--- src/sv/rle_bilevel_to_ascii_density_top_assert.svh ---
// assertion macros for the rle bilevel to ascii density block
// no dependencies; included by the top level only
`ifndef RLE_BILEVEL_TO_ASCII_DENSITY_TOP_ASSERT_SVH
`define RLE_BILEVEL_TO_ASCII_DENSITY_TOP_ASSERT_SVH

// same-cycle implication under synchronous active-low reset
`define RBAD_ASSERT_IMPLIES(label, clk, rst_n, ante, cons) \
  label: assert property (@(posedge clk) disable iff (!rst_n) (ante) |-> (cons)) \
    else $error("rbad assertion failed");

// next-cycle implication under synchronous active-low reset
`define RBAD_ASSERT_NEXT(label, clk, rst_n, ante, cons) \
  label: assert property (@(posedge clk) disable iff (!rst_n) (ante) |=> (cons)) \
    else $error("rbad assertion failed");

`endif

--- src/sv/rbad_pkg.sv ---
// shared types, constants and helper functions for the rle bilevel density block
// no dependencies
package rbad_pkg;

  localparam int FRAME_WIDTH_DEF  = 120;
  localparam int FRAME_HEIGHT_DEF = 68;
  localparam int CELL_WIDTH_DEF   = 3;
  localparam int CELL_HEIGHT_DEF  = 4;
  localparam int CELL_COLUMNS_DEF = 40;
  localparam int CELL_ROWS_DEF    = 16;

  // cap on result words produced by one run word
  localparam int MAX_RESULTS = 40;
  // entries in the queue between front and back
  localparam int QUEUE_DEPTH = 2;
  // widest cell count that density_of takes (8x8 cell)
  localparam int COUNT_MAX_W = 7;
  localparam int DENSITY_MAX = 9;

  typedef struct packed {
    logic [7:0] run_length;
    logic       start_of_frame;
  } in_word_t;

  typedef struct packed {
    logic [6:0] char_code;
    logic [3:0] density;
    logic [5:0] cell_column;
    logic [3:0] cell_row;
    logic       last_of_band;
  } out_word_t;

  // classified run handed from front to back
  typedef struct packed {
    logic [7:0] run_length;
    logic       start_of_frame;
    logic       zero_run;
  } cmd_t;

  // count * 9 / 12 == count * 3 / 4, saturated
  function automatic logic [3:0] density_of(input logic [COUNT_MAX_W-1:0] count);
    logic [COUNT_MAX_W+1:0] scaled;
    logic [COUNT_MAX_W-1:0] d;
    scaled = (COUNT_MAX_W+2)'(count) * (COUNT_MAX_W+2)'(3);
    d      = scaled[COUNT_MAX_W+1:2];
    if (d > COUNT_MAX_W'(DENSITY_MAX)) begin
      d = COUNT_MAX_W'(DENSITY_MAX);
    end
    return d[3:0];
  endfunction

  // density ramp " .:-=+*#%@"
  function automatic logic [6:0] char_of(input logic [3:0] d);
    logic [6:0] c;
    unique case (d)
      4'd0:    c = 7'h20;
      4'd1:    c = 7'h2E;
      4'd2:    c = 7'h3A;
      4'd3:    c = 7'h2D;
      4'd4:    c = 7'h3D;
      4'd5:    c = 7'h2B;
      4'd6:    c = 7'h2A;
      4'd7:    c = 7'h23;
      4'd8:    c = 7'h25;
      4'd9:    c = 7'h40;
      default: c = 7'h20;
    endcase
    return c;
  endfunction

endpackage

--- src/sv/rbad_front.sv ---
// front end: accepts run words, tags zero runs, queues them for the back end
// depends on rbad_pkg
module rbad_front (
  input  logic              clk,
  input  logic              rst_n,
  input  logic              in_valid,
  output logic              in_ready,
  input  rbad_pkg::in_word_t in_data,
  output logic              cmd_valid,
  input  logic              cmd_ready,
  output rbad_pkg::cmd_t    cmd
);

  localparam int PTR_W = (rbad_pkg::QUEUE_DEPTH > 1) ? $clog2(rbad_pkg::QUEUE_DEPTH) : 1;
  localparam int CNT_W = $clog2(rbad_pkg::QUEUE_DEPTH + 1);

  rbad_pkg::cmd_t   q_mem_r [rbad_pkg::QUEUE_DEPTH];
  logic [PTR_W-1:0] wr_ptr_r, wr_ptr_nxt;
  logic [PTR_W-1:0] rd_ptr_r, rd_ptr_nxt;
  logic [CNT_W-1:0] cnt_r, cnt_nxt;
  logic             push, pop;
  rbad_pkg::cmd_t   new_cmd;

  assign in_ready  = (cnt_r != CNT_W'(rbad_pkg::QUEUE_DEPTH));
  assign cmd_valid = (cnt_r != '0);
  assign cmd       = q_mem_r[rd_ptr_r];
  assign push      = in_valid && in_ready;
  assign pop       = cmd_valid && cmd_ready;

  always_comb begin
    new_cmd.run_length     = in_data.run_length;
    new_cmd.start_of_frame = in_data.start_of_frame;
    new_cmd.zero_run       = (in_data.run_length == 8'd0);
  end

  always_comb begin
    wr_ptr_nxt = wr_ptr_r;
    rd_ptr_nxt = rd_ptr_r;
    cnt_nxt    = cnt_r;
    if (push) begin
      wr_ptr_nxt = (wr_ptr_r == PTR_W'(rbad_pkg::QUEUE_DEPTH - 1)) ? '0 : wr_ptr_r + 1'b1;
    end
    if (pop) begin
      rd_ptr_nxt = (rd_ptr_r == PTR_W'(rbad_pkg::QUEUE_DEPTH - 1)) ? '0 : rd_ptr_r + 1'b1;
    end
    if (push && !pop) begin
      cnt_nxt = cnt_r + 1'b1;
    end else if (pop && !push) begin
      cnt_nxt = cnt_r - 1'b1;
    end
  end

  always_ff @(posedge clk) begin
    if (!rst_n) begin
      wr_ptr_r <= '0;
      rd_ptr_r <= '0;
      cnt_r    <= '0;
    end else begin
      wr_ptr_r <= wr_ptr_nxt;
      rd_ptr_r <= rd_ptr_nxt;
      cnt_r    <= cnt_nxt;
    end
  end

  always_ff @(posedge clk) begin
    if (push) begin
      q_mem_r[wr_ptr_r] <= new_cmd;
    end
  end

endmodule

--- src/sv/rbad_back.sv ---
// back end: expands runs a row segment at a time, counts cells, emits bands
// depends on rbad_pkg
module rbad_back #(
  parameter int FRAME_WIDTH  = rbad_pkg::FRAME_WIDTH_DEF,
  parameter int FRAME_HEIGHT = rbad_pkg::FRAME_HEIGHT_DEF,
  parameter int CELL_WIDTH   = rbad_pkg::CELL_WIDTH_DEF,
  parameter int CELL_HEIGHT  = rbad_pkg::CELL_HEIGHT_DEF,
  parameter int CELL_COLUMNS = rbad_pkg::CELL_COLUMNS_DEF,
  parameter int CELL_ROWS    = rbad_pkg::CELL_ROWS_DEF
) (
  input  logic                clk,
  input  logic                rst_n,
  input  logic                cmd_valid,
  output logic                cmd_ready,
  input  rbad_pkg::cmd_t      cmd,
  output logic                out_valid,
  input  logic                out_ready,
  output rbad_pkg::out_word_t out_data
);

  localparam int COL_W  = $clog2(FRAME_WIDTH + 1);
  localparam int ROW_W  = $clog2(FRAME_HEIGHT + 1);
  localparam int SUB_W  = (CELL_HEIGHT > 1) ? $clog2(CELL_HEIGHT) : 1;
  localparam int IDX_W  = (CELL_COLUMNS > 1) ? $clog2(CELL_COLUMNS) : 1;
  localparam int CNT_W  = $clog2(CELL_WIDTH * CELL_HEIGHT + 1);
  localparam int SENT_W = $clog2(rbad_pkg::MAX_RESULTS + 1);
  localparam int SPAN_A = (COL_W > 8) ? COL_W + 1 : 9;
  localparam int SPAN_B = $clog2(CELL_COLUMNS * CELL_WIDTH + 1) + 1;
  localparam int SPAN_W = (SPAN_A > SPAN_B) ? SPAN_A : SPAN_B;

  localparam logic [1:0] ST_IDLE = 2'd0;
  localparam logic [1:0] ST_RUN  = 2'd1;
  localparam logic [1:0] ST_EMIT = 2'd2;

  logic [1:0]        state_r, state_nxt;
  logic [COL_W-1:0]  col_r, col_nxt;
  logic [ROW_W-1:0]  row_r, row_nxt;
  logic [SUB_W-1:0]  sub_r, sub_nxt;
  logic [ROW_W-1:0]  band_r, band_nxt;
  logic              colour_r, colour_nxt;
  logic              done_r, done_nxt;
  logic [7:0]        rem_r, rem_nxt;
  logic [CNT_W-1:0]  counts_r [CELL_COLUMNS];
  logic [CNT_W-1:0]  counts_nxt [CELL_COLUMNS];
  logic [IDX_W-1:0]  idx_r, idx_nxt;
  logic [ROW_W-1:0]  emit_band_r, emit_band_nxt;
  logic [SENT_W-1:0] sent_r, sent_nxt;
  logic              out_valid_r, out_valid_nxt;
  rbad_pkg::out_word_t out_data_r, out_data_nxt;

  logic [SPAN_W-1:0] to_end, rem_ext, seg, seg_end;
  logic [SPAN_W-1:0] lo, hi, a, b, ov;
  logic              counting, capped, load_out, finish;
  logic              colour_v, done_v;
  logic [3:0]        dens;
  logic [15:0]       idx_ext, band_ext;

  assign cmd_ready = (state_r == ST_IDLE);
  assign out_valid = out_valid_r;
  assign out_data  = out_data_r;

  always_comb begin
    state_nxt     = state_r;
    col_nxt       = col_r;
    row_nxt       = row_r;
    sub_nxt       = sub_r;
    band_nxt      = band_r;
    colour_nxt    = colour_r;
    done_nxt      = done_r;
    rem_nxt       = rem_r;
    idx_nxt       = idx_r;
    emit_band_nxt = emit_band_r;
    sent_nxt      = sent_r;
    out_data_nxt  = out_data_r;
    load_out      = 1'b0;
    finish        = 1'b0;
    colour_v      = colour_r;
    done_v        = done_r;
    lo            = '0;
    hi            = '0;
    a             = '0;
    b             = '0;
    ov            = '0;
    for (int k = 0; k < CELL_COLUMNS; k++) begin
      counts_nxt[k] = counts_r[k];
    end

    // row segment of the current run
    to_end   = SPAN_W'(FRAME_WIDTH) - SPAN_W'(col_r);
    rem_ext  = SPAN_W'(rem_r);
    seg      = (rem_ext < to_end) ? rem_ext : to_end;
    seg_end  = SPAN_W'(col_r) + seg;
    counting = colour_r && (32'(band_r) < 32'(CELL_ROWS));
    capped   = (sent_r >= SENT_W'(rbad_pkg::MAX_RESULTS));
    dens     = rbad_pkg::density_of(rbad_pkg::COUNT_MAX_W'(counts_r[0]));
    idx_ext  = 16'(idx_r);
    band_ext = 16'(emit_band_r);

    unique case (state_r)
      ST_IDLE: begin
        if (cmd_valid) begin
          if (cmd.start_of_frame) begin
            col_nxt  = '0;
            row_nxt  = '0;
            sub_nxt  = '0;
            band_nxt = '0;
            colour_v = 1'b0;
            done_v   = 1'b0;
            for (int k = 0; k < CELL_COLUMNS; k++) begin
              counts_nxt[k] = '0;
            end
          end
          done_nxt   = done_v;
          colour_nxt = colour_v;
          if (!done_v) begin
            if (cmd.zero_run) begin
              colour_nxt = ~colour_v;
            end else begin
              rem_nxt   = cmd.run_length;
              sent_nxt  = '0;
              state_nxt = ST_RUN;
            end
          end
        end
      end
      ST_RUN: begin
        if (counting) begin
          for (int k = 0; k < CELL_COLUMNS; k++) begin
            lo = SPAN_W'(k * CELL_WIDTH);
            hi = SPAN_W'((k + 1) * CELL_WIDTH);
            a  = (SPAN_W'(col_r) > lo) ? SPAN_W'(col_r) : lo;
            b  = (seg_end < hi) ? seg_end : hi;
            ov = (b > a) ? b - a : '0;
            counts_nxt[k] = counts_r[k] + CNT_W'(ov);
          end
        end
        rem_nxt = rem_r - 8'(seg);
        if (seg_end == SPAN_W'(FRAME_WIDTH)) begin
          col_nxt = '0;
          row_nxt = row_r + 1'b1;
          if (row_r + 1'b1 >= ROW_W'(FRAME_HEIGHT)) begin
            done_nxt = 1'b1;
          end
          if (sub_r == SUB_W'(CELL_HEIGHT - 1)) begin
            sub_nxt  = '0;
            band_nxt = band_r + 1'b1;
          end else begin
            sub_nxt = sub_r + 1'b1;
          end
        end else begin
          col_nxt = COL_W'(seg_end);
        end
        if (seg_end == SPAN_W'(FRAME_WIDTH) && sub_r == SUB_W'(CELL_HEIGHT - 1) &&
            32'(band_r) < 32'(CELL_ROWS)) begin
          emit_band_nxt = band_r;
          idx_nxt       = '0;
          state_nxt     = ST_EMIT;
        end else if (done_nxt || rem_nxt == 8'd0) begin
          finish = 1'b1;
        end
      end
      ST_EMIT: begin
        if (capped || !out_valid_r || out_ready) begin
          if (!capped) begin
            load_out                  = 1'b1;
            sent_nxt                  = sent_r + 1'b1;
            out_data_nxt.density      = dens;
            out_data_nxt.char_code    = rbad_pkg::char_of(dens);
            out_data_nxt.cell_column  = idx_ext[5:0];
            out_data_nxt.cell_row     = band_ext[3:0];
            out_data_nxt.last_of_band = (idx_r == IDX_W'(CELL_COLUMNS - 1));
          end
          // shift the band out through cell 0, clearing behind it
          for (int k = 0; k < CELL_COLUMNS - 1; k++) begin
            counts_nxt[k] = counts_r[k + 1];
          end
          counts_nxt[CELL_COLUMNS - 1] = '0;
          if (idx_r == IDX_W'(CELL_COLUMNS - 1)) begin
            if (done_r || rem_r == 8'd0) begin
              finish = 1'b1;
            end else begin
              state_nxt = ST_RUN;
            end
          end else begin
            idx_nxt = idx_r + 1'b1;
          end
        end
      end
      default: begin
        state_nxt = ST_IDLE;
      end
    endcase

    if (finish) begin
      colour_nxt = ~colour_r;
      state_nxt  = ST_IDLE;
    end

    out_valid_nxt = out_valid_r && !out_ready;
    if (load_out) begin
      out_valid_nxt = 1'b1;
    end
  end

  always_ff @(posedge clk) begin
    if (!rst_n) begin
      state_r     <= ST_IDLE;
      col_r       <= '0;
      row_r       <= '0;
      sub_r       <= '0;
      band_r      <= '0;
      colour_r    <= 1'b0;
      done_r      <= 1'b0;
      rem_r       <= '0;
      idx_r       <= '0;
      emit_band_r <= '0;
      sent_r      <= '0;
      out_valid_r <= 1'b0;
      for (int k = 0; k < CELL_COLUMNS; k++) begin
        counts_r[k] <= '0;
      end
    end else begin
      state_r     <= state_nxt;
      col_r       <= col_nxt;
      row_r       <= row_nxt;
      sub_r       <= sub_nxt;
      band_r      <= band_nxt;
      colour_r    <= colour_nxt;
      done_r      <= done_nxt;
      rem_r       <= rem_nxt;
      idx_r       <= idx_nxt;
      emit_band_r <= emit_band_nxt;
      sent_r      <= sent_nxt;
      out_valid_r <= out_valid_nxt;
      for (int k = 0; k < CELL_COLUMNS; k++) begin
        counts_r[k] <= counts_nxt[k];
      end
    end
  end

  always_ff @(posedge clk) begin
    out_data_r <= out_data_nxt;
  end

endmodule

--- src/sv/rle_bilevel_to_ascii_density_top.sv ---
// top level of the run-length bilevel to ascii density block
// depends on rbad_pkg, rbad_front, rbad_back and the assertion macro header
//
// Decodes alternating black/white run lengths of a bilevel frame (row by row,
// FRAME_WIDTH pixels a row, every frame starting black, a zero run only
// flipping the colour, the run that reaches the frame end clipped there) and
// counts white pixels into CELL_WIDTH x CELL_HEIGHT cells. When the last row
// of one of the first CELL_ROWS bands completes, CELL_COLUMNS words leave on
// the out_ channel, one per cell: ramp character, density (count*9/12, max 9),
// cell column, band and a last-of-band flag. Runs after the frame end are
// dropped until a word with start_of_frame arrives. The front end queues up to
// two run words; the back end takes one word at a time in its idle state,
// then handles the row segments the run touches one at a time (up to 4 for a
// 255-pixel run at the default 120-pixel width), and for each band it
// completes shifts the band out one cell a cycle through the output register
// while out_ready allows. Zero runs and dropped runs are handled in the idle
// state alone and never leave it.

module rle_bilevel_to_ascii_density_top #(
  parameter int FRAME_WIDTH  = rbad_pkg::FRAME_WIDTH_DEF,
  parameter int FRAME_HEIGHT = rbad_pkg::FRAME_HEIGHT_DEF,
  parameter int CELL_WIDTH   = rbad_pkg::CELL_WIDTH_DEF,
  parameter int CELL_HEIGHT  = rbad_pkg::CELL_HEIGHT_DEF,
  parameter int CELL_COLUMNS = rbad_pkg::CELL_COLUMNS_DEF,
  parameter int CELL_ROWS    = rbad_pkg::CELL_ROWS_DEF
) (
  input  logic                clk,
  input  logic                rst_n,
  input  logic                in_valid,
  output logic                in_ready,
  input  rbad_pkg::in_word_t  in_data,
  output logic                out_valid,
  input  logic                out_ready,
  output rbad_pkg::out_word_t out_data
);

`include "rle_bilevel_to_ascii_density_top_assert.svh"

  // cell column code of the last cell, as it appears in the 6-bit field
  localparam logic [5:0] LAST_COL_CODE = 6'((CELL_COLUMNS - 1) % 64);

  // queue between front and back end
  logic           cmd_valid;
  logic           cmd_ready;
  rbad_pkg::cmd_t cmd;

  // front end: takes run words, flags zero runs, holds a short queue
  rbad_front u_front (
    .clk       (clk),
    .rst_n     (rst_n),
    .in_valid  (in_valid),
    .in_ready  (in_ready),
    .in_data   (in_data),
    .cmd_valid (cmd_valid),
    .cmd_ready (cmd_ready),
    .cmd       (cmd)
  );

  // back end: row-segment expansion, cell counters, band shift-out
  rbad_back #(
    .FRAME_WIDTH  (FRAME_WIDTH),
    .FRAME_HEIGHT (FRAME_HEIGHT),
    .CELL_WIDTH   (CELL_WIDTH),
    .CELL_HEIGHT  (CELL_HEIGHT),
    .CELL_COLUMNS (CELL_COLUMNS),
    .CELL_ROWS    (CELL_ROWS)
  ) u_back (
    .clk       (clk),
    .rst_n     (rst_n),
    .cmd_valid (cmd_valid),
    .cmd_ready (cmd_ready),
    .cmd       (cmd),
    .out_valid (out_valid),
    .out_ready (out_ready),
    .out_data  (out_data)
  );

  // an empty queue always has room for a word
  `RBAD_ASSERT_IMPLIES(a_empty_queue_ready, clk, rst_n, !cmd_valid, in_ready)
  // the character always matches the reported density, which never exceeds 9
  `RBAD_ASSERT_IMPLIES(a_char_matches_density, clk, rst_n, out_valid,
    (out_data.density <= 4'd9) &&
    (out_data.char_code == rbad_pkg::char_of(out_data.density)))
  // the band marker sits on the last cell column only
  `RBAD_ASSERT_IMPLIES(a_last_on_last_column, clk, rst_n,
    out_valid && out_data.last_of_band, out_data.cell_column == LAST_COL_CODE)

endmodule

--- config.mk ---
export PLATFORM = sky130hd
export DESIGN_NAME = rle_bilevel_to_ascii_density_top
export DESIGN_NICKNAME = d
export VERILOG_FILES = /design/src/sv/rbad_pkg.sv /design/src/sv/rbad_front.sv /design/src/sv/rbad_back.sv /design/src/sv/rle_bilevel_to_ascii_density_top.sv
export VERILOG_INCLUDE_DIRS = /design/src /design/src/sv
export SDC_FILE = /design/constraint.sdc
export NUM_CORES = 1
export LEC_CHECK = 0
export BUFFER_PORTS_ARGS = -buffer_cell sky130_fd_sc_hd__clkbuf_2
export CAP_MARGIN = 10
export CORE_MARGIN = 2
export CORE_UTILIZATION = 30
export CTS_BUF_LIST = sky130_fd_sc_hd__clkbuf_16
export CTS_CLUSTER_DIAMETER = 100
export DETAILED_ROUTE_END_ITERATION = 8
export GPL_ROUTABILITY_DRIVEN = 0
export PLACE_DENSITY = 0.43
export SLEW_MARGIN = 20
export SYNTH_ARGS = -nofsm -noshare
export SYNTH_HDL_FRONTEND = slang
export SYNTH_SLANG_ARGS = --single-unit
--- constraint.sdc ---
create_clock -name clk -period 13.8 [get_ports clk]
set_input_delay 2.76 -clock clk [delete_from_list [all_inputs] [get_ports clk]]
set_output_delay 2.76 -clock clk [all_outputs]
set_load 0.05 [all_outputs]
==> results of run 1 <==
==> through the flow <==
step / setup WS [ns] / cell area [sq um]
floorplan: 5.292 / 28980
global placement: 4.397 / 30390
detailed placement: 4.293 / 30390
CTS: 4.231 / 31520
global route: 3.384 / 31520
finish: 4.211 / 31520
==> cell type report <==
class	instances	area share, %
multi-input combinational	3078	68.17
tap	1265	5.022
inverter	315	3.767
clock inverter	30	0.5637
timing repair buffer	81	1.644
clock buffer	38	3.017
sequential	259	17.82
==> logic make-up (layout without fill, tap and decap cells) <==
family                     count (synthesis)  count (layout)
AOI/OAI and AO/OA                        886             886
xor gates and xnor gates                 192             192
adders and majority gates                527             527
buffers and inverters                    523             464
DFF                                      259             259
muxes                                     42              42
other                                      1              67
and+or+nand+nor                         1364            1364
==> critical path: cells and delay by family, from the launching register on <==
| family | cells | cell delay [ns] |
|---|---|---|
| AOI/OAI and AO/OA | 17 | 3.56 |
| adders and majority gates | 6 | 1.86 |
| and+or+nand+nor | 5 | 1.28 |
| buffers and inverters | 6 | 1.09 |
| DFF | 1 | 0.91 |
| xor gates and xnor gates | 2 | 0.49 |
| muxes | 1 | 0.28 |
==> layer usage <==
metal  vias to the layer above  share of wire [%]
met5                         -              0.013
met4                         2                2.4
met3                       119                4.3
met2                       531                 44
met1                     12620                 49
li1                      13170                  -
==> worst min path at each step <==
stage,endpoint,slack (ns),cells after the start
floorplan,u_back.out_data[1],0.41,0
global placement,u_back.out_data[1],0.42,0
detailed placement,u_back.out_data[1],0.42,0
CTS,u_back.out_data[1],0.43,0
global route,u_back.out_data[4],0.44,0
finish,u_back.out_data[1],0.43,0
==> state kept, by name, indices dropped and copies added, names as in the netlist, named ones only <==
register and cells:
u_back.sent_r 6, u_back.emit_band_r 4, u_back.rem_r 8, u_back.band_r 7
u_back.counts_r 160, u_back.colour_r 1, u_back.done_r 1, u_back.col_r 7
u_back.out_valid 1, u_front.cnt_r 2, u_back.row_r 7, u_front.rd_ptr_r 1
u_back.idx_r 6, u_back.sub_r 2, u_back.out_data 22, u_back.state_r 2
u_front.q_mem_r 20, u_front.wr_ptr_r 1
==> cell usage in the layout, fill, tap and decap left out, types with 45 or more instances in the layout <==
cell | Yosys | layout
nor2_1 | 499 | 498
ha_1 | 444 | 442
nand2_1 | 317 | 317
inv_1 | 310 | 317
a21oi_1 | 279 | 279
o21ai_0 | 215 | 213
dfxtp_1 | 217 | 211
nand3_1 | 132 | 131
xnor2_1 | 116 | 116
nor3_1 | 110 | 109
a21o_1 | 87 | 87
fa_1 | 83 | 82
xor2_1 | 76 | 75
a221oi_1 | 69 | 69
conb_1 | 1 | 67
a211oi_1 | 57 | 56
and3_1 | 53 | 53
nor2b_1 | 53 | 53
nand4_1 | 52 | 52
buf_4 | 1 | 45
==> run metrics, run 1 <==
Syn Area/Cell 7.573 sq um; Netlist cell types 74; GRT met2 Usage 32.81%; CTS tree done; Post-DRT Antenna Nets 0; top cell type by total area after synthesis ha_1; DPL Wire Length 70.45 mm; CTS Buf Count 38; Initial Util 30.24%; post-cts gate resize count 0; Multi-input gate area 21490 sq um; Post-Syn Area 28730 sq um; Clk pin slew, worst setup/hold paths 0.05 ns; Post-synth EDFFs 42; worst-path fanout max 28; Cells after DPL 4998; status complete, no violations; Port Buffers 36; worst slew margin relative to its limit 27.14%; final wirelength 100.9 mm; XOR/XNOR share of the synthesized area 5.852%; layout cells sized above 1 5.262%; Critical Path AT 10.07 ns; hold_sp u_back.emit_band_r[0]; CTS root buf clkbuf_16; top cell type's share of synthesized area about a fifth; post-route clock period utilization between 60% and 70%; antenna cells 0; synth cell count leaders nor2_1 (499), ha_1 (444), nand2_1 (317), inv_1 (310), a21oi_1 (279); ranking of synthesized cells by area ha_1 (19%), dfxtp_1 (15%), nor2_1 (6.5%); Synth Area in Compound Gates about a fifth; Final min period approximately 9.6 ns; worst setup path end u_back.counts_r[1][27]; DR vias 26440; RSZ-0062 raised after global routing no; Synthesis Warnings 0; setup tns final 0 ns; CTS Sinks between 200 and 300; crit-path most repeated cell ha_1; DR iter-0 viols 1833; # setup viols final 0; Min-Delay Path Class reg -> reg; Die Area 98270 sq um; Max clock buf depth 3; worst r2r src u_back.col_r[0]; Post-Synth Simple-Gate Area 21.76%; area grow syn2layout 9.689%; Max H-tree Level 2; max cap viols 0; origin of the worst setup path u_back.col_r[0]; Yosys reg bits 259; grt met1 use 29.12%; Synth Area in Adders 25.12%; Hold WS 0.4291 ns; top_reg_cell synth dfxtp_1; core area 95010 sq um; cells after synthesis roughly 3800; Worst EP required 14.28 ns; Setup CP Type reg -> reg; met3 Usage GRT between 2 and 2.5%; startpoint type of the worst setup path flip-flop; DRC errors left 0; crit-path max cell delay between 0.9 and 1 ns; Setup Skew 0.01654 ns; vias in the first global route approximately 26000; R2R Path End u_back.counts_r[1][27]; grt ovf 0; Reg2Reg Setup Slack 4.21 ns; Clock Latency Late Sink 0.60 ns; Worst setup EP type flip-flop; first-pass GRT wire length 157.5 mm; critical path's slowest cell dfxtp_1; largest net degree at the start of global routing 78; # rows 113; FFs w/ async S/R, synth 0%; hold_buf cts 0; worst-case reg-to-reg path depth 37; Worst Max-Slew Pin Slew ~1.1 ns; Die W 313.5 microns; combinational family with the most area after synthesis adder cells; die height 313.5 microns; I/O pins 37; count leader, synth nor2_1; Vias/cell 5.219; first drt pass iteration count 6; Final nets around 4300; # Post-CTS Setup Buffers 0; fillcell total 10260; max-slew violations 0; final core occ 33.17%; initial antenna violation count 3; max frequency 104.3 MHz; sequential-to-total area share from yosys stat 19.51%; wire length per cell 19.91 microns; Top Usage Layer GRT met2; Hold Violations, Final 0; mux share of post-synthesis cell area 1.494%; Global Route Usage Sum 20.39%; Final Non-Filler Cells between 5000 and 6000; register area 5615 sq um
Power of run 1 is not shown: default switching activity piles up to over one toggle a cycle in this logic, so the estimate is an artifact.
==> run 2, diff against run 1 <==
==> constraint.sdc (replaced) <==
create_clock -name clk -period 9.2 [get_ports clk]
set_input_delay 1.84 -clock clk [delete_from_list [all_inputs] [get_ports clk]]
set_output_delay 1.84 -clock clk [all_outputs]
set_load 0.05 [all_outputs]
==> run 2 against run 1 <==
  * Critical path depth unchanged
  * Fmax up 12%
  * Clock skew up 0.0095 ns
  * Count of clock-buffer cells in the layout unchanged
  * Final area up 0.72%
  * Cell count up 0.39%
  * Flip-flop and latch count unchanged
  * Routed wire length down 0.22%
==> run metrics, run 2 (same netlist as run 1, synthesis figures left out) <==
Max clock buf depth 3 (unchanged); core area 95010 sq um (unchanged); grt ovf 0 (unchanged); Final min period 8.544 ns (was 9.589 ns); first-pass GRT wire length 157.4 mm (was 157.5 mm); Final nets 4333 (was 4313); initial antenna violation count 3 (unchanged); Port Buffers 36 (unchanged); max frequency 117.0 MHz (was 104.3 MHz); Worst EP required 9.66 ns (was 14.28 ns); first drt pass iteration count 7 (was 6); status complete, no violations (unchanged); max-slew violations 0 (unchanged); worst slew margin relative to its limit 26.56% (was 27.14%); # Post-CTS Setup Buffers 0 (unchanged); commonest non-fill, non-tap cell in the layout nor2_1 (unchanged); most frequent cells in the layout nor2_1 (495), ha_1 (442), nand2_1 (316), inv_1 (312), a21oi_1 (278) (was nor2_1 (498), ha_1 (442), nand2_1 (317), inv_1 (317), a21oi_1 (279)); setup tns final 0 ns (unchanged); Worst setup EP type flip-flop (unchanged); # setup viols final 0 (unchanged); # rows 113 (unchanged); DR vias 26500 (was 26440); RSZ-0062 raised after global routing no (unchanged); DPL Wire Length 70.88 mm (was 70.45 mm); worst r2r src u_back.col_r[0] (unchanged); Global Route Usage Sum 20.31% (was 20.39%); Top Registers u_back.counts_r: 160 flops, u_back.out_data: 22 flops, u_front.q_mem_r: 20 flops (unchanged); Post-DRT Antenna Nets 0 (unchanged); vias in the first global route 26040 (was 25970); hold path depth 0 (unchanged); startpoint type of the worst setup path flip-flop (unchanged); crit-path most repeated cell ha_1 (unchanged); max cap viols 0 (unchanged); Max H-tree Level 2 (unchanged); DR iter-0 viols 1634 (was 1833); post-route clock period utilization 92.87% (was 69.49%); wire length per cell 19.79 microns (was 19.91 microns); final wirelength 100.6 mm (was 100.9 mm); crit-path max cell delay 0.42 ns (was 0.91 ns); Die W 313.5 microns (unchanged); Clock Latency Late Sink 0.60 ns (about the same); Reg2Reg Setup Slack 0.66 ns (was 4.21 ns); Die Area 98270 sq um (unchanged); Setup Skew 0.02604 ns (was 0.01654 ns); Hold Violations, Final 0 (unchanged); R2R Path End u_back.counts_r[2][27] (was u_back.counts_r[1][27]); worst-case reg-to-reg path depth 37 (unchanged); Clk pin slew, worst setup/hold paths 0.06 ns (was 0.05 ns); hold_sp u_back.emit_band_r[2] (was u_back.emit_band_r[0]); Setup CP Type reg -> reg (unchanged); antenna cells 0 (unchanged); hold path endpoint u_back.out_data[3] (was u_back.out_data[1]); CTS tree done (unchanged); die height 313.5 microns (unchanged); CTS Sinks 259 (unchanged); max reg flops 160 (unchanged); largest net degree at the start of global routing 68 (was 78); CTS Buf Count 37 (was 38); CTS root buf clkbuf_16 (unchanged); Vias/cell 5.211 (was 5.219); Biggest register u_back.counts_r (unchanged); layout cells sized above 1 5.993% (was 5.262%); worst-path fanout max 13 (was 28); Worst Max-Slew Pin Slew 1.090 ns (was 1.086 ns); Min-Delay Path Class reg -> reg (unchanged); DRC errors left 0 (unchanged); critical path's slowest cell a2111oi_0 (was dfxtp_1); Initial Util 30.24% (unchanged); area grow syn2layout 10.48% (was 9.689%); I/O pins 37 (unchanged); Critical Path AT 9.00 ns (was 10.07 ns)
-- run 2: metrics by stage --
| stage | utilization [%] | setup slack [ns] | instance area, sq um | hold slack [ns] | instances |
|---|---|---|---|---|---|
| after global routing | 33.41 | 0.009358 | 31740 | 0.4424 | 5086 |
| after global placement | 32.17 | 0.4651 | 30570 | 0.4220 | 5019 |
| after floorplan | - | 0.6918 | 28980 | 0.4080 | 3860 |
| after detailed placement | 32.17 | 0.5001 | 30570 | 0.4220 | 5019 |
| after CTS | 33.38 | 0.4838 | 31710 | 0.4324 | 5086 |
| final | 33.41 | 0.6560 | 31740 | 0.4321 | 5086 |
-- run 2: worst max path at each step --
stage	startpoint	to	slack (ns)
after detailed placement	u_back.col_r[0]	u_back.counts_r[2][23]	0.50
final	u_back.col_r[0]	u_back.counts_r[2][27]	0.66
after global routing	u_back.col_r[0]	u_back.counts_r[3][27]	0.009
after floorplan	u_back.col_r[0]	u_back.counts_r[0][15]	0.69
after CTS	u_back.col_r[0]	u_back.counts_r[0][11]	0.48
after global placement	u_back.col_r[0]	u_back.counts_r[2][23]	0.47
-- run 2: critical path, delay by kind of cell, from the launching register on --
kind	cells	cell delay, ns
multiplexers	1	0.37
AO/OA/AOI/OAI	16	3.08
AND/OR/NAND/NOR	8	2.07
adder cells (fa/ha/maj)	5	1.49
buffers and inverters	4	0.52
flip-flops	1	0.33
XOR/XNOR	3	0.55
-- run 2: layout make-up --
class / instances / area [sq um]
Timing Repair Buffer: 102 / 688.2
Sequential cell: 259 / 5615
Tap cell: 1265 / 1583
Multi-Input combinational cell: 3078 / 21530
Clock inverter: 29 / 192.7
Clock buffer: 38 / 950.9
Inverter: 315 / 1187
Fill cell: 10200 / 63270
-- run 2: routing by layer --
metal	vias up	wire length, microns	GRT usage, %
met5	-	13	0
met4	2	2102	4.611
met3	113	4047	1.966
met2	494	44950	32.91
met1	12680	49520	29.02
li1	13210	-	-
-- run 2: what timing repair did --
action / CTS / global route
hold buffers: 0 / 0
endpoints found under the hold margin: 0 / 0
endpoints found under the setup margin: 0 / 15
gates resized for setup: 0 / 8
Power of run 2 is left out for the same reason.
==> run 3, diff against run 2 <==
--- a/config.mk
+++ b/config.mk
@@ -6,6 +6,7 @@
 export SDC_FILE = /design/constraint.sdc
 export NUM_CORES = 1
 export LEC_CHECK = 0
+export ABC_AREA = 1
 export BUFFER_PORTS_ARGS = -buffer_cell sky130_fd_sc_hd__clkbuf_2
 export CAP_MARGIN = 10
 export CORE_MARGIN = 2
==> run 3 against run 2 <==
  * Routed wire length rose by 2.2%
  * Clock skew up 0.011 ns
  * Die area down 0.18%
  * Non-clock buffer count is 10 lower
  * Critical path depth rose by 13
  * Via count is 3.2% higher
  * Flip-flop and latch count unchanged
  * Worst hold slack better by 0.0054 ns
  * Critical path type unchanged
  * Critical endpoint is now u_back.counts_r[4][23]
  * Largest cell class unchanged
==> run metrics, run 3 <==
Biggest register u_back.counts_r (unchanged); count leader, synth nand2_1 (was nor2_1); most frequent cells in the layout nand2_1 (832), inv_1 (533), nor2_1 (524), ha_1 (441), a21oi_1 (368) (was nor2_1 (495), ha_1 (442), nand2_1 (316), inv_1 (312), a21oi_1 (278)); Top Registers u_back.counts_r: 160 flops, u_back.out_data: 22 flops, u_front.q_mem_r: 20 flops (unchanged); Max clock buf depth 3 (unchanged); Cells after DPL 5489 (was 5019); wire length per cell 18.48 microns (was 19.79 microns); Setup Skew 0.03725 ns (was 0.02604 ns); I/O pins 37 (unchanged); largest net degree at the start of global routing 77 (was 68); Min-Delay Path Class reg -> reg (unchanged); DR iter-0 viols 1767 (was 1634); setup tns final 0 ns (unchanged); Max H-tree Level 2 (unchanged); Yosys reg bits 259 (unchanged); crit-path max cell delay 0.62 ns (was 0.42 ns); cells after synthesis 4236 (was 3794); Port Buffers 36 (unchanged); DR vias 27350 (was 26500); CTS Sinks 259 (unchanged); Setup CP Type reg -> reg (unchanged); FFs w/ async S/R, synth 0% (unchanged); CTS Buf Count 38 (was 37); worst-path fanout max 14 (was 13); Final Non-Filler Cells 5564 (was 5086); Final nets 4809 (was 4333); hold_sp u_back.emit_band_r[2] (unchanged); Syn Area/Cell 6.771 sq um (was 7.573 sq um); Worst setup EP type flip-flop (unchanged); max reg flops 160 (unchanged); Post-Syn Area 28680 sq um (was 28730 sq um); Synthesis Warnings 0 (unchanged); fillcell total 10450 (was 10200); Hold Violations, Final 0 (unchanged); # rows 113 (unchanged); synth cell count leaders nand2_1 (836), inv_1 (530), nor2_1 (525), ha_1 (444), a21oi_1 (370) (was nor2_1 (499), ha_1 (444), nand2_1 (317), inv_1 (310), a21oi_1 (279)); Final min period 8.362 ns (was 8.544 ns); origin of the worst setup path u_back.col_r[2] (was u_back.col_r[0]); post-route clock period utilization 90.89% (was 92.87%); worst path bufs/invs 10 (was 4); Die W 313.2 microns (was 313.5 microns); layout cells sized above 1 5.676% (was 5.993%); final core occ 33.56% (was 33.41%); vias in the first global route 26570 (was 26040); Netlist cell types 57 (was 74); grt ovf 0 (unchanged); RSZ-0062 raised after global routing no (unchanged); Critical Path AT 8.80 ns (was 9.00 ns); Worst Max-Slew Pin Slew 1.126 ns (was 1.090 ns); status complete, no violations (unchanged); first-pass GRT wire length 158.6 mm (was 157.4 mm); Crit path max-delay family simple AND/OR/NAND/NOR gates (was compound AO/OA/AOI/OAI gates); Worst EP required 9.63 ns (was 9.66 ns); Clock Latency Late Sink 0.60 ns (about the same); CTS tree done (unchanged); sequential-to-total area share from yosys stat 19.54% (was 19.51%); Global Route Usage Sum 20.66% (was 20.31%); final wirelength 102.8 mm (was 100.6 mm); critical path's slowest cell a21oi_1 (was a2111oi_0); core area 94870 sq um (was 95010 sq um); CTS root buf clkbuf_16 (unchanged); top cell type's share of synthesized area 19.37% (was 19.33%); ranking of synthesized cells by area ha_1 (19%), dfxtp_1 (15%), nand2_1 (11%) (was ha_1 (19%), dfxtp_1 (15%), nor2_1 (6.5%)); Hold WS 0.4376 ns (was 0.4321 ns); first drt pass iteration count 5 (was 7); area grow syn2layout 11.00% (was 10.48%); Clk pin slew, worst setup/hold paths 0.07 ns (was 0.06 ns); Post-DRT Antenna Nets 0 (unchanged); max-slew violations 0 (unchanged); worst r2r src u_back.col_r[2] (was u_back.col_r[0]); worst slew margin relative to its limit 24.13% (was 26.56%); DRC errors left 0 (unchanged); crit-path most repeated cell nand2_1 (was ha_1); initial antenna violation count 4 (was 3); die height 313.2 microns (was 313.5 microns); max cap viols 0 (unchanged); Post-synth EDFFs 42 (unchanged); Initial Util 30.23% (was 30.24%); max frequency 119.6 MHz (was 117.0 MHz); top_reg_cell synth dfxtp_1 (unchanged); Reg2Reg Setup Slack 0.84 ns (was 0.66 ns); Die Area 98090 sq um (was 98270 sq um); top cell type by total area after synthesis ha_1 (unchanged); # setup viols final 0 (unchanged); commonest non-fill, non-tap cell in the layout nand2_1 (was nor2_1); DPL Wire Length 73.93 mm (was 70.88 mm); antenna cells 0 (unchanged); Vias/cell 4.915 (was 5.211); startpoint type of the worst setup path flip-flop (unchanged)
==> run 3: cell types whose count changed after synthesis, sizes merged, moves of 53 or more <==
cell	previous run	this run
nand2	317	843
inv	315	538
a21oi	279	372
o21ai	219	306
a21o	87	15
nand3	132	203
a221oi	69	1
a31oi	8	62
and3	53	0
nor2b	53	0
==> run 3: worst register-to-register path: cells and delay by family (launching register included) <==
family                     cells  cell delay [ns]
xor gates and xnor gates       2             0.29
buffers and inverters         10             1.16
AOI/OAI and AO/OA              7             1.86
DFF                            1             0.50
adders and majority gates      5             1.48
and+or+nand+nor               26             2.89
==> run 3: layout make-up <==
class,count,area [sq um],share of cell area [%]
clock buffer,39,975.9,3.066
multi-input combinational,3331,20710,65.04
sequential,259,5612,17.63
inverter,547,2061,6.473
clock inverter,31,294.0,0.9236
timing repair buffer,92,603.1,1.894
tap,1265,1583,4.972
==> run 3: metrics by stage <==
step                setup slack [ns]  area [sq um]
finish                        0.8385         31840
floorplan                      1.757         28930
CTS                           0.5622         31780
global placement              0.8110         30510
detailed placement            0.6180         30510
global route                 0.07235         31840
==> run 3: layer usage <==
layer	up-vias	share of wire, %	GRT usage, %
li1	13910	-	-
met1	12760	49	28.71
met2	534	45	33.97
met3	138	4.8	2.792
met4	8	1.9	4.469
met5	-	0.050	0
==> run 3: cells by family after synthesis <==
group / count (synthesis) / share of synthesized area [%]
AOI/OAI and AO/OA: 812 / 15.13
xor gates and xnor gates: 164 / 5.100
adders and majority gates: 527 / 25.16
buffers and inverters: 713 / 9.379
DFF: 259 / 19.54
muxes: 1 / 0.03490
other: 1 / 0.01307
and+or+nand+nor: 1759 / 25.63
==> run 3: path summary, 6_finish.rpt <==
check | to | cells after the start
setup / recovery | u_back.counts_r[4][23] | 50
hold / removal | u_back.out_data[3] | 0
setup reg to reg | u_back.counts_r[4][23] | 50
hold reg to reg | u_back.out_data[3] | 0
==> run 3: timing repair <==
item | in CTS | in global routing
endpoints found under the setup margin | 0 | 25
hold buffers | 0 | 0
buffers inserted | 0 | 4
hold endpoints to repair | 0 | 0
resized for setup | 0 | 5
Power of run 3 is left out for the same reason.
